### src/rtl/wsd_pkg.sv
// Package for the whitespace steganography decoder.
// It holds the character codes, counter limits, tag lengths, item types and tag lookup functions.
// No dependencies.
package wsd_pkg;

   // Character codes of the carrier text.
   localparam logic [7:0] CH_TAB     = 8'h09;
   localparam logic [7:0] CH_NEWLINE = 8'h0A;
   localparam logic [7:0] CH_SPACE   = 8'h20;
   localparam logic [7:0] CH_LT      = 8'h3C;

   // Bit counter limits.
   localparam logic [3:0] BYTE_BITS = 4'd8;
   localparam logic [3:0] COUNT_MAX = 4'd9;

   // Tag lengths.
   localparam logic [2:0] OPEN_LEN  = 3'd5;
   localparam logic [2:0] CLOSE_LEN = 3'd6;

   // What one character means to the bit accumulator.
   typedef enum logic [1:0] {
      KIND_OTHER   = 2'd0,
      KIND_ZERO    = 2'd1,
      KIND_ONE     = 2'd2,
      KIND_NEWLINE = 2'd3
   } char_kind_type;

   // A classified character, passed from the front to the back.
   typedef struct packed {
      char_kind_type kind;
      logic          open_done;
      logic          close_done;
   } class_item_type;

   // Characters of "<pre>" by position.
   function automatic logic [7:0] open_tag_char(input logic [2:0] idx);
      logic [7:0] ch;
      unique case (idx)
         3'd0:    ch = 8'h3C;
         3'd1:    ch = 8'h70;
         3'd2:    ch = 8'h72;
         3'd3:    ch = 8'h65;
         3'd4:    ch = 8'h3E;
         default: ch = 8'h00;
      endcase
      return ch;
   endfunction

   // Characters of "</pre>" by position.
   function automatic logic [7:0] close_tag_char(input logic [2:0] idx);
      logic [7:0] ch;
      unique case (idx)
         3'd0:    ch = 8'h3C;
         3'd1:    ch = 8'h2F;
         3'd2:    ch = 8'h70;
         3'd3:    ch = 8'h72;
         3'd4:    ch = 8'h65;
         3'd5:    ch = 8'h3E;
         default: ch = 8'h00;
      endcase
      return ch;
   endfunction

endpackage

### src/rtl/whitespace_stego_decoder_top.sv
// Top level of the whitespace steganography decoder.
// Depends on wsd_pkg, wsd_fifo, wsd_front and wsd_back.
//
// Usage:
//   Input channel: present one carrier text character on req_text_char with
//   req_push high; the beat is taken at a rising edge where req_full is low.
//   Tabs give 1 bits, spaces 0 bits, least significant first; a newline
//   clears the partial byte; "<pre>" and "</pre>" switch suppression.
//   Result channel: while rsp_empty is low the oldest recovered byte is on
//   rsp_hidden_byte; it is taken at a rising edge where rsp_pop is high.
// Path: an accepted character is written into the middle queue; the back stage
//   carries it out once the output queue has room, writes its byte into the
//   output queue, and the byte then shows on the result ports.
// Throughput: one character per cycle while the output queue has room, set by
//   the back stage update; the tag matchers advance on each accepted beat.
// Reset: synchronous and active high; it empties both queues and clears the
//   bit count, accumulator, suppression and tag progress. No clearing pass.
// Stalls: when rsp_pop stays low the output queue fills, the back stage holds,
//   the middle queue fills and req_full rises; nothing is lost or repeated.
module whitespace_stego_decoder_top
   import wsd_pkg::*;
#(
   parameter int MID_DEPTH = 2,
   parameter int OUT_DEPTH = 2
) (
   input  logic       clock,
   input  logic       reset,
   input  logic       req_push,
   input  logic [7:0] req_text_char,
   output logic       req_full,
   input  logic       rsp_pop,
   output logic       rsp_empty,
   output logic [7:0] rsp_hidden_byte
);

   localparam int ITEM_W = $bits(class_item_type);

   class_item_type front_item, back_item;
   logic [ITEM_W-1:0] back_item_bits;
   logic mid_full, mid_empty, mid_pop;
   logic accept;
   logic out_full, out_push;
   logic [7:0] out_byte;

   // Input beats are taken while the middle queue has room.
   assign req_full = mid_full;
   assign accept   = req_push && !mid_full;

   wsd_front u_front (
      .clock     (clock),
      .reset     (reset),
      .accept    (accept),
      .text_char (req_text_char),
      .item      (front_item)
   );

   wsd_fifo #(
      .WIDTH (ITEM_W),
      .DEPTH (MID_DEPTH)
   ) u_mid_queue (
      .clock   (clock),
      .reset   (reset),
      .push    (accept),
      .wr_data (front_item),
      .full    (mid_full),
      .pop     (mid_pop),
      .empty   (mid_empty),
      .rd_data (back_item_bits)
   );

   assign back_item = class_item_type'(back_item_bits);

   wsd_back u_back (
      .clock      (clock),
      .reset      (reset),
      .item_valid (!mid_empty),
      .item       (back_item),
      .item_pop   (mid_pop),
      .out_full   (out_full),
      .out_push   (out_push),
      .out_byte   (out_byte)
   );

   wsd_fifo #(
      .WIDTH (8),
      .DEPTH (OUT_DEPTH)
   ) u_out_queue (
      .clock   (clock),
      .reset   (reset),
      .push    (out_push),
      .wr_data (out_byte),
      .full    (out_full),
      .pop     (rsp_pop),
      .empty   (rsp_empty),
      .rd_data (rsp_hidden_byte)
   );

endmodule

### src/rtl/wsd_fifo.sv
// Small register-based queue used between the decoder stages and at the output.
// Depends on nothing but its parameters.
module wsd_fifo #(
   parameter int WIDTH = 8,
   parameter int DEPTH = 2
) (
   input  logic             clock,
   input  logic             reset,
   input  logic             push,
   input  logic [WIDTH-1:0] wr_data,
   output logic             full,
   input  logic             pop,
   output logic             empty,
   output logic [WIDTH-1:0] rd_data
);

   localparam int PTR_W = (DEPTH > 1) ? $clog2(DEPTH) : 1;
   localparam int CNT_W = $clog2(DEPTH + 1);

   logic [WIDTH-1:0] mem_ff [DEPTH];
   logic [PTR_W-1:0] wr_ptr_ff, wr_ptr_in;
   logic [PTR_W-1:0] rd_ptr_ff, rd_ptr_in;
   logic [CNT_W-1:0] count_ff, count_in;
   logic             do_push, do_pop;

   // Status flags and beat handshakes.
   assign full    = (count_ff == CNT_W'(DEPTH));
   assign empty   = (count_ff == '0);
   assign do_push = push && !full;
   assign do_pop  = pop && !empty;
   assign rd_data = mem_ff[rd_ptr_ff];

   // Pointer and occupancy updates.
   always_comb begin
      wr_ptr_in = wr_ptr_ff;
      rd_ptr_in = rd_ptr_ff;
      count_in  = count_ff;
      if (do_push) begin
         wr_ptr_in = (wr_ptr_ff == PTR_W'(DEPTH - 1)) ? '0 : wr_ptr_ff + PTR_W'(1);
      end
      if (do_pop) begin
         rd_ptr_in = (rd_ptr_ff == PTR_W'(DEPTH - 1)) ? '0 : rd_ptr_ff + PTR_W'(1);
      end
      unique case ({do_push, do_pop})
         2'b10:   count_in = count_ff + CNT_W'(1);
         2'b01:   count_in = count_ff - CNT_W'(1);
         default: count_in = count_ff;
      endcase
   end

   always_ff @(posedge clock) begin
      if (reset) begin
         wr_ptr_ff <= '0;
         rd_ptr_ff <= '0;
         count_ff  <= '0;
      end else begin
         wr_ptr_ff <= wr_ptr_in;
         rd_ptr_ff <= rd_ptr_in;
         count_ff  <= count_in;
      end
   end

   // Storage needs no reset.
   always_ff @(posedge clock) begin
      if (do_push) begin
         mem_ff[wr_ptr_ff] <= wr_data;
      end
   end

endmodule

### src/rtl/wsd_front.sv
// Front stage of the decoder: classifies each character and tracks the two tag matchers.
// Depends on wsd_pkg.
module wsd_front
   import wsd_pkg::*;
(
   input  logic           clock,
   input  logic           reset,
   input  logic           accept,
   input  logic [7:0]     text_char,
   output class_item_type item
);

   logic [2:0] open_prog_ff, open_prog_in;
   logic [2:0] close_prog_ff, close_prog_in;
   logic       open_done, close_done;
   logic       is_lt;

   assign is_lt = (text_char == CH_LT);

   // Character class for the bit accumulator.
   always_comb begin
      unique case (text_char)
         CH_TAB:     item.kind = KIND_ONE;
         CH_SPACE:   item.kind = KIND_ZERO;
         CH_NEWLINE: item.kind = KIND_NEWLINE;
         default:    item.kind = KIND_OTHER;
      endcase
      item.open_done  = open_done;
      item.close_done = close_done;
   end

   // Open tag matcher; a mismatch falls back to one if the character starts a tag.
   always_comb begin
      open_done = 1'b0;
      if (text_char == open_tag_char(open_prog_ff)) begin
         if (open_prog_ff + 3'd1 == OPEN_LEN) begin
            open_done    = 1'b1;
            open_prog_in = '0;
         end else begin
            open_prog_in = open_prog_ff + 3'd1;
         end
      end else begin
         open_prog_in = is_lt ? 3'd1 : 3'd0;
      end
   end

   // Close tag matcher, same rules.
   always_comb begin
      close_done = 1'b0;
      if (text_char == close_tag_char(close_prog_ff)) begin
         if (close_prog_ff + 3'd1 == CLOSE_LEN) begin
            close_done    = 1'b1;
            close_prog_in = '0;
         end else begin
            close_prog_in = close_prog_ff + 3'd1;
         end
      end else begin
         close_prog_in = is_lt ? 3'd1 : 3'd0;
      end
   end

   // Progress advances only on an accepted beat.
   always_ff @(posedge clock) begin
      if (reset) begin
         open_prog_ff  <= '0;
         close_prog_ff <= '0;
      end else if (accept) begin
         open_prog_ff  <= open_prog_in;
         close_prog_ff <= close_prog_in;
      end
   end

endmodule

### src/rtl/wsd_back.sv
// Back stage of the decoder: gathers bits, tracks suppression and emits finished bytes.
// Depends on wsd_pkg.
module wsd_back
   import wsd_pkg::*;
(
   input  logic           clock,
   input  logic           reset,
   input  logic           item_valid,
   input  class_item_type item,
   output logic           item_pop,
   input  logic           out_full,
   output logic           out_push,
   output logic [7:0]     out_byte
);

   logic [3:0] bit_count_ff, bit_count_in;
   logic [7:0] acc_ff, acc_in;
   logic       suppress_ff, suppress_in;
   logic [3:0] count_bits;
   logic [7:0] acc_bits;
   logic       process, emit;

   // An item is carried out whenever one waits and the output queue has room.
   assign process  = item_valid && !out_full;
   assign item_pop = process;

   // Bit gathering, then suppression, then the emit check.
   always_comb begin
      count_bits = bit_count_ff;
      acc_bits   = acc_ff;
      unique case (item.kind)
         KIND_ZERO, KIND_ONE: begin
            if (item.kind == KIND_ONE && bit_count_ff < BYTE_BITS) begin
               acc_bits = acc_ff | (8'd1 << bit_count_ff[2:0]);
            end
            if (bit_count_ff < COUNT_MAX) begin
               count_bits = bit_count_ff + 4'd1;
            end
         end
         KIND_NEWLINE: begin
            count_bits = '0;
            acc_bits   = '0;
         end
         default: begin
            count_bits = bit_count_ff;
            acc_bits   = acc_ff;
         end
      endcase

      priority if (item.open_done) begin
         suppress_in = 1'b1;
      end else if (item.close_done) begin
         suppress_in = 1'b0;
      end else begin
         suppress_in = suppress_ff;
      end

      emit = (count_bits == BYTE_BITS) && !suppress_in;
      if (emit) begin
         bit_count_in = '0;
         acc_in       = '0;
      end else begin
         bit_count_in = count_bits;
         acc_in       = acc_bits;
      end
   end

   assign out_push = process && emit;
   assign out_byte = acc_bits;

   always_ff @(posedge clock) begin
      if (reset) begin
         bit_count_ff <= '0;
         acc_ff       <= '0;
         suppress_ff  <= 1'b0;
      end else if (process) begin
         bit_count_ff <= bit_count_in;
         acc_ff       <= acc_in;
         suppress_ff  <= suppress_in;
      end
   end

   // The count never passes its saturation point.
   assert property (@(posedge clock) disable iff (reset) bit_count_ff <= COUNT_MAX)
      else $error("bit count above saturation");

   // A full byte outside suppression is always emitted at once.
   assert property (@(posedge clock) disable iff (reset)
      !suppress_ff |-> bit_count_ff != BYTE_BITS)
      else $error("full byte left pending while not suppressed");

   // A newline always leaves an empty count.
   assert property (@(posedge clock) disable iff (reset)
      process && item.kind == KIND_NEWLINE |=> bit_count_ff == '0 && acc_ff == '0)
      else $error("newline did not clear the accumulator");

   // A result is only pushed when the output queue can take it.
   assert property (@(posedge clock) disable iff (reset) out_push |-> !out_full && item_valid)
      else $error("result pushed without room or item");

endmodule

### config.mk
export PLATFORM = sky130hd
export DESIGN_NAME = whitespace_stego_decoder_top
export DESIGN_NICKNAME = d
export VERILOG_FILES = /design/src/rtl/wsd_pkg.sv /design/src/rtl/whitespace_stego_decoder_top.sv /design/src/rtl/wsd_fifo.sv /design/src/rtl/wsd_front.sv /design/src/rtl/wsd_back.sv
export SDC_FILE = /design/constraint.sdc
export NUM_CORES = 1
export LEC_CHECK = 0
export BUFFER_PORTS_ARGS = -buffer_cell sky130_fd_sc_hd__buf_2
export CAP_MARGIN = 20
export CORE_MARGIN = 2
export CORE_UTILIZATION = 55
export CTS_CLUSTER_DIAMETER = 50
export DETAILED_ROUTE_END_ITERATION = 10
export GPL_TIMING_DRIVEN = 0
export HOLD_SLACK_MARGIN = 0.15
export PLACE_DENSITY_LB_ADDON = 0.25
export SLEW_MARGIN = 5
export SYNTH_ARGS = -nofsm -noshare
export SYNTH_HDL_FRONTEND = slang
export SYNTH_SLANG_ARGS = --single-unit
### constraint.sdc
create_clock -name clock -period 6.6 [get_ports clock]
set_input_delay 0.66 -clock clock [delete_from_list [all_inputs] [get_ports clock]]
set_output_delay 0.66 -clock clock [all_outputs]
set_load 0.03 [all_outputs]
# Word-level counts from Yosys, hierarchy flattened
# Memory sizes are Yosys's and may differ from the RTL's. A register that Yosys moved wholly into a read port is not among the register bits.
# Cells that the tools add are included.
[totals]
output_inout_bits = 10
wordCells = 110
regBits = 27
ramBits = 24
input_bits = 12
mem_count = 2
[op_classes]
n_eq_ne = 27
reduce_logical = 21
bitwise_logic = 1
n_lt_le_gt_ge = 2
add_sub_neg = 11
muxes = 34
n_shift = 1
[mem_list]
columns = ["memory", "depth", "word_bits", "rd", "rd_ports_with_merged_regs", "write_ports", "line", "rtl"]
rows = [
  ["u_out_queue.mem_ff", 2, 8, 1, 1, 1, "wsd_fifo.sv:20", "logic [WIDTH-1:0] mem_ff [DEPTH];"],
  ["u_mid_queue.mem_ff", 2, 4, 1, 1, 1, "wsd_fifo.sv:20", ""],
]
[op_table]
columns = ["op", "count"]
rows = [
  ["case mux 7 bit (6 select lines)", 1],
  ["case mux 7 bit (5 select lines)", 1],
  ["2-to-1 mux 1 bit", 19],
  ["equality test 8 x 4 -> 1 bit, second input constant", 2],
  ["equality test 8 x 6 -> 1 bit, second input constant", 2],
  ["equality test 8 x 7 -> 1 bit", 2],
  ["2-to-1 mux 8 bit", 2],
  ["case mux 8 bit (2 select lines)", 1],
  ["equality test 3 bit, second input constant", 5],
  ["equality test 2 bit, second input constant", 6],
  ["equality test 3 x 2 -> 1 bit, second input constant", 4],
  ["2-to-1 mux 3 bit", 4],
  ["logical AND 1 bit", 9],
  ["less-than comparator 4 bit, second input constant", 2],
  ["2-to-1 mux 4 bit", 2],
  ["OR 8 bit", 1],
  ["case mux 2 bit (2 select lines)", 2],
  ["case mux 4 bit (2 select lines)", 1],
  ["left shift 1 x 3 -> 8 bit, first input constant", 1],
  ["adder 3 x 1 -> 3 bit, second input constant", 2],
  ["equality test 2 x 1 -> 1 bit, second input constant", 3],
  ["equality test 3 x 1 -> 1 bit, second input constant", 2],
  ["zero test 3 bit", 2],
  ["case mux 2 bit (3 select lines)", 1],
  ["9 further kinds", 20],
]

# Depth between registers and ports, before layout
[logic_depth]
ltp_word = 9
mapped_depth = 13
mapped_depth_nobuf = 11

# Hierarchy
# A second synthesis with hierarchy kept.
[unflattened]
hier_cells = 332
hier_area_um2 = 3213.1
[by_module_without_submodules]
columns = ["module", "seq_area_each_um2", "cells_per_inst", "area_per_inst_um2", "instances"]
rows = [
  ["wsd_back", 260.2, 121, 982.2, 1],
  ["wsd_front", 120.1, 120, 905.9, 1],
  ["wsd_fifo at u_out_queue", 580.6, 51, 798.3, 1],
  ["wsd_fifo at u_mid_queue", 340.3, 38, 509.2, 1],
  ["whitespace_stego_decoder_top", 0.0, 2, 17.5, 1],
]

# Worst setup path before layout
# Ideal clock, no wire load.
[synth_timing]
path_kind = "register to register"
startpoint = "reg with a tool-made name"
endpoint = "reg u_out_queue.count_ff[1]"
path_stages_with_launch = 13
synth_period_minus_slack_ps = 2764
setup_ps = 70
arrival_time_ps = 2695
slack_ps = 3836
n_path_buf = 2
required_ps = 6530
cell_sequence = "dfxtp_1 > clkbuf_2 > mux2i_1 > ha_1 > clkbuf_1 > nand2b_1 > a21oi_1 > a22o_1 > nor4_4 > inv_1 > ha_1 > or3_1 > a21oi_1"
[synth_rtl]
columns = ["item", "line", "rtl"]
rows = [
  ["end signal: assignment", "wsd_fifo.sv:59", "count_ff <= count_in;"],
  ["end: declaration", "wsd_fifo.sv:23", "logic [CNT_W-1:0] count_ff, count_in;"],
]

==> flow_summary.rst <==
.. list-table::
   :header-rows: 1

   * - Metric
     - Value
   * - Result of the run
     - finished clean
   * - Number of global-route vias before repair
     - 1960
   * - Global-route wire length before repair
     - 8740 um
   * - Total detailed-routing wirelength
     - 4960 um
   * - RSZ-0062 raised after global routing
     - no
   * - Final Total Pwr
     - 0.872 mW
   * - Switching portion of total power
     - 0.325
   * - Cell area after layout
     - 3220 sq um
   * - Fraction of the cycle the final worst path needs
     - 0.468
   * - Clock Skew
     - 0.0111 ns
   * - Clock Sink Count
     - 53
   * - Worst endpoint data arrival time
     - 3.32 ns
   * - Instance count of the mapped netlist
     - 291
   * - Layout cell share with drive strength beyond 1
     - 0.174
   * - Setup Total Neg Slack
     - 0 ns
   * - Fill count
     - 440
   * - Period minus WS final
     - 3.09 ns
   * - Effective utilization at floorplan
     - 0.573
   * - Hold wc startpoint
     - u_back.acc_ff[0]
   * - # diodes
     - 0
   * - Port buffer count
     - 18
   * - Total count of hold-check failures in the final report
     - 0
   * - Antenna-violating nets left
     - 0
   * - Final core occ
     - 0.630
   * - Horizontal die dimension
     - 77.0 um
   * - Top-Level Pins
     - 22
   * - Source-to-sink clock delay at the later pin of the worst-skew pair
     - 0.30 ns
   * - Detailed-routing iteration count for the pre-antenna-repair pass
     - 4
   * - Clock tree from TritonCTS
     - yes
   * - Total clock buffers created by CTS
     - 5
   * - Combinational fraction of design power
     - 0.305
   * - 1st-iter DRT viols
     - 113
   * - Clock share of power
     - 0.244
   * - Count of cells along the worst hold path
     - 2
   * - Synthesized flop and latch total
     - 53
   * - Max-slew violation count
     - 0
   * - Setup violators final
     - 0
   * - Synth warnings
     - 0
   * - Endpoint required time on the critical path
     - 6.83 ns
   * - Post-DR wirelength/cell
     - 12.8 um
   * - Leakage power
     - 1.20 nW
   * - Routability congestion estimate
     - 0.816
   * - Predominant post-synthesis flop cell
     - dfxtp_1
   * - Root cell of the clock tree
     - clkbuf_8
   * - Finished Layout Cells
     - 387
   * - Die ar.
     - 5930 sq um
   * - Post-synthesis sequential area ratio
     - 0.444
   * - Remaining global-route overflow
     - 0
   * - Classification of the worst-slack hold path
     - flip-flop to flip-flop
   * - Max-cap violation count
     - 0
   * - Total Routing Usage GR
     - 0.180
   * - Total standard cell area after synthesis
     - 2930 sq um
   * - Vias after detailed routing
     - 2098
   * - Largest fanout on the critical path
     - 8
   * - Critical Path Max Stage Delay
     - 0.38 ns
   * - CP Cell Sequence
     - clkbuf_2 -> mux2i_1 -> ha_1 -> clkbuf_1 -> nand2b_1 -> a21oi_1 -> a22o_1 -> nor4_4 -> inv_1 -> ha_1 -> or3_1 -> a21oi_1
   * - Mean post-synth cell area
     - 10.1 sq um
   * - Fraction of power consumed by sequential logic
     - 0.451
   * - Worst-margin pin slew
     - 0.673 ns
   * - Post-CTS clock slew at the launch and capture registers of the worst setup and hold paths
     - 0.09 ns
   * - Antenna violations before repair
     - 0
   * - Final layout net count
     - 349
   * - Cells on worst reg2reg path
     - 12
   * - Area of the placeable core
     - 5110 sq um
   * - H-tree lvl count
     - 2
   * - Startpoint Class
     - flip-flop
   * - Worst slew margin relative to its limit
     - 0.549
   * - Detailed-route vias per instance
     - 5.42
   * - Kind of end point of the critical path
     - flip-flop
   * - Area growth from synthesis to final layout
     - 9.87%
   * - Share of synthesized flip-flops with an asynchronous set or reset
     - 0
   * - Net switching component of the power
     - 0.283 mW
   * - End of the worst register-to-register path
     - u_out_queue.count_ff[1]
   * - Fmax
     - 324 MHz
   * - EDFF count, synth
     - 24
   * - Max stage delay cell, worst path
     - or3_1
   * - Count of buffers added by post-CTS timing repair for setup
     - 0
   * - Cts hold-fix bufs
     - 0
   * - Site Rows
     - 26
   * - Crit Path Category
     - flip-flop to flip-flop
   * - Height of the chip
     - 77.0 um
   * - IR Drop Worst-Case VDD
     - 0.147 mV
   * - Number of nets produced by synthesis
     - 324
   * - Internal power of the cells
     - 0.588 mW
   * - Pin count of the biggest net entering global routing
     - 17
   * - HPWL Detailed
     - 3780 um
   * - Register-to-Register Setup Slack
     - 3.51 ns
   * - Post-detailed-route DRC marker count
     - 0
   * - Placed instance count
     - 379
   * - Ratio of total power to cell area
     - 271 nW/um^2
   * - Buffer depth of the longest clock path
     - 2
   * - Capture endpoint of the worst hold path
     - u_back.acc_ff[0]
   * - Number of gates resized after CTS
     - 0
   * - Post-DP Area
     - 3110 sq um
   * - Unique masters post-synth
     - 54
-- critical path, delay by kind of cell, from the launching register on --
kind / cells / cell delay (ns)
simple gates: 3 / 0.91
buf+inv: 3 / 0.56
fa+ha+maj: 2 / 0.51
compound gates: 3 / 0.47
flops: 1 / 0.32
mux: 1 / 0.26
-- worst max-delay path by stage --
stage | startpoint | endpoint | cells after the start
2_1_floorplan | flip-flop | u_out_queue.count_ff[1] | 12
5_1_grt | flip-flop | u_out_queue.mem_ff[0][5] | 10
3_3_place_gp | flip-flop | u_out_queue.mem_ff[0][3] | 10
3_5_place_dp | flip-flop | u_out_queue.mem_ff[0][3] | 10
6_report | flip-flop | u_out_queue.count_ff[1] | 12
4_1_cts | flip-flop | u_out_queue.mem_ff[0][5] | 10
-- cells in the final DEF (no fill, tap or decap), types with 2 or more instances in the layout --
master / synthesis / routed
nor3_1: 6 / 6
mux2_2: 10 / 10
clkbuf_2: 2 / 2
a31o_2: 2 / 2
xor2_1: 5 / 5
a31oi_1: 8 / 8
nand2b_1: 6 / 6
nand4_1: 2 / 2
a21oi_1: 21 / 21
clkbuf_8: 3 / 8
edfxtp_1: 24 / 24
o21ai_0: 5 / 5
clkbuf_1: 5 / 6
ha_1: 21 / 21
xnor2_1: 13 / 13
buf_2: 1 / 19
nand3_1: 4 / 4
nor4_4: 2 / 2
inv_1: 16 / 16
nor2b_1: 6 / 6
and3_1: 2 / 2
or3_1: 4 / 4
nor4_1: 2 / 2
mux2i_1: 5 / 5
nand2_1: 13 / 13
o21a_1: 2 / 2
dfxtp_1: 29 / 29
nor2_1: 42 / 42
a211oi_1: 5 / 5
-- layer usage --
layer / GRT usage / part of all wire / up-vias
li1: - / - / 1083
met1: 0.249 / 0.50 / 971
met2: 0.292 / 0.46 / 37
met3: 0.0329 / 0.033 / 7
met4: 0.0446 / 0.0089 / 0
met5: 0 / 0 / -
-- power groups by stage --
stage               clock network [mW]  logic (mW)  registers (mW)
floorplan                            0       0.213           0.396
global placement                     0       0.259           0.400
detailed placement                   0       0.265           0.401
CTS                              0.216       0.267           0.393
global route                     0.228       0.301           0.397
finish                           0.212       0.266           0.393
-- cells in the mapped netlist (all sizes together), types with 2 or more instances --
cell | instances | share of area
xor2 | 5 | 0.015
xnor2 | 13 | 0.039
nand3 | 4 | 0.0068
mux2i | 5 | 0.017
nor3b | 2 | 0.0068
nand4 | 2 | 0.0043
o221ai | 2 | 0.0081
inv | 16 | 0.021
o21a | 2 | 0.0051
ha | 21 | 0.090
nor4 | 5 | 0.023
edfxtp | 24 | 0.25
clkbuf | 10 | 0.024
mux2 | 10 | 0.038
dfxtp | 29 | 0.20
a211oi | 6 | 0.017
and3 | 3 | 0.0068
nand2 | 13 | 0.017
or3 | 4 | 0.0085
nand2b | 6 | 0.013
nor2b | 6 | 0.013
nor3 | 6 | 0.010
a31o | 2 | 0.0060
a31oi | 8 | 0.017
a21oi | 22 | 0.039
and2 | 3 | 0.0068
buf | 2 | 0.0043
nor2 | 42 | 0.054
o21ai | 5 | 0.0085
-- flip-flops by register name, indices dropped and copies added, names as in the netlist, 2 cells and up, named ones only --
name / flops
u_back.acc_ff: 8
u_back.bit_count_ff: 4
u_front.close_prog_ff: 3
u_front.open_prog_ff: 3
u_mid_queue.count_ff: 2
u_mid_queue.mem_ff: 8
u_out_queue.count_ff: 2
u_out_queue.mem_ff: 16
-- per-stage QoR --
step | setup WS [ns] | hold WS [ns]
final | 3.51 | 0.481
after global placement | 3.53 | 0.447
after detailed placement | 3.49 | 0.455
after CTS | 3.48 | 0.482
after global routing | 3.21 | 0.499
after floorplan | 3.84 | 0.437
-- kinds of logic after synthesis --
group           after synthesis  synth area share
simple gates                100             0.181
compound gates               56             0.127
flops                        53             0.444
buf+inv                      28            0.0487
fa+ha+maj                    21            0.0897
xor+xnor                     18            0.0538
mux                          15            0.0555
-- cell type report --
type | count | area [sq um] | share of cell area
Multi-Input combinational cell | 210 | 1490 | 0.462
Inverter | 16 | 60.1 | 0.0187
Clock buffer | 6 | 72.6 | 0.0226
Timing Repair Buffer | 18 | 90.1 | 0.0280
Buffer | 12 | 82.6 | 0.0257
Clock inverter | 2 | 38.8 | 0.0121
Sequential cell | 53 | 1300 | 0.404
Tap cell | 70 | 87.6 | 0.0272
No activity file was read; power rests on OpenSTA's default activity.
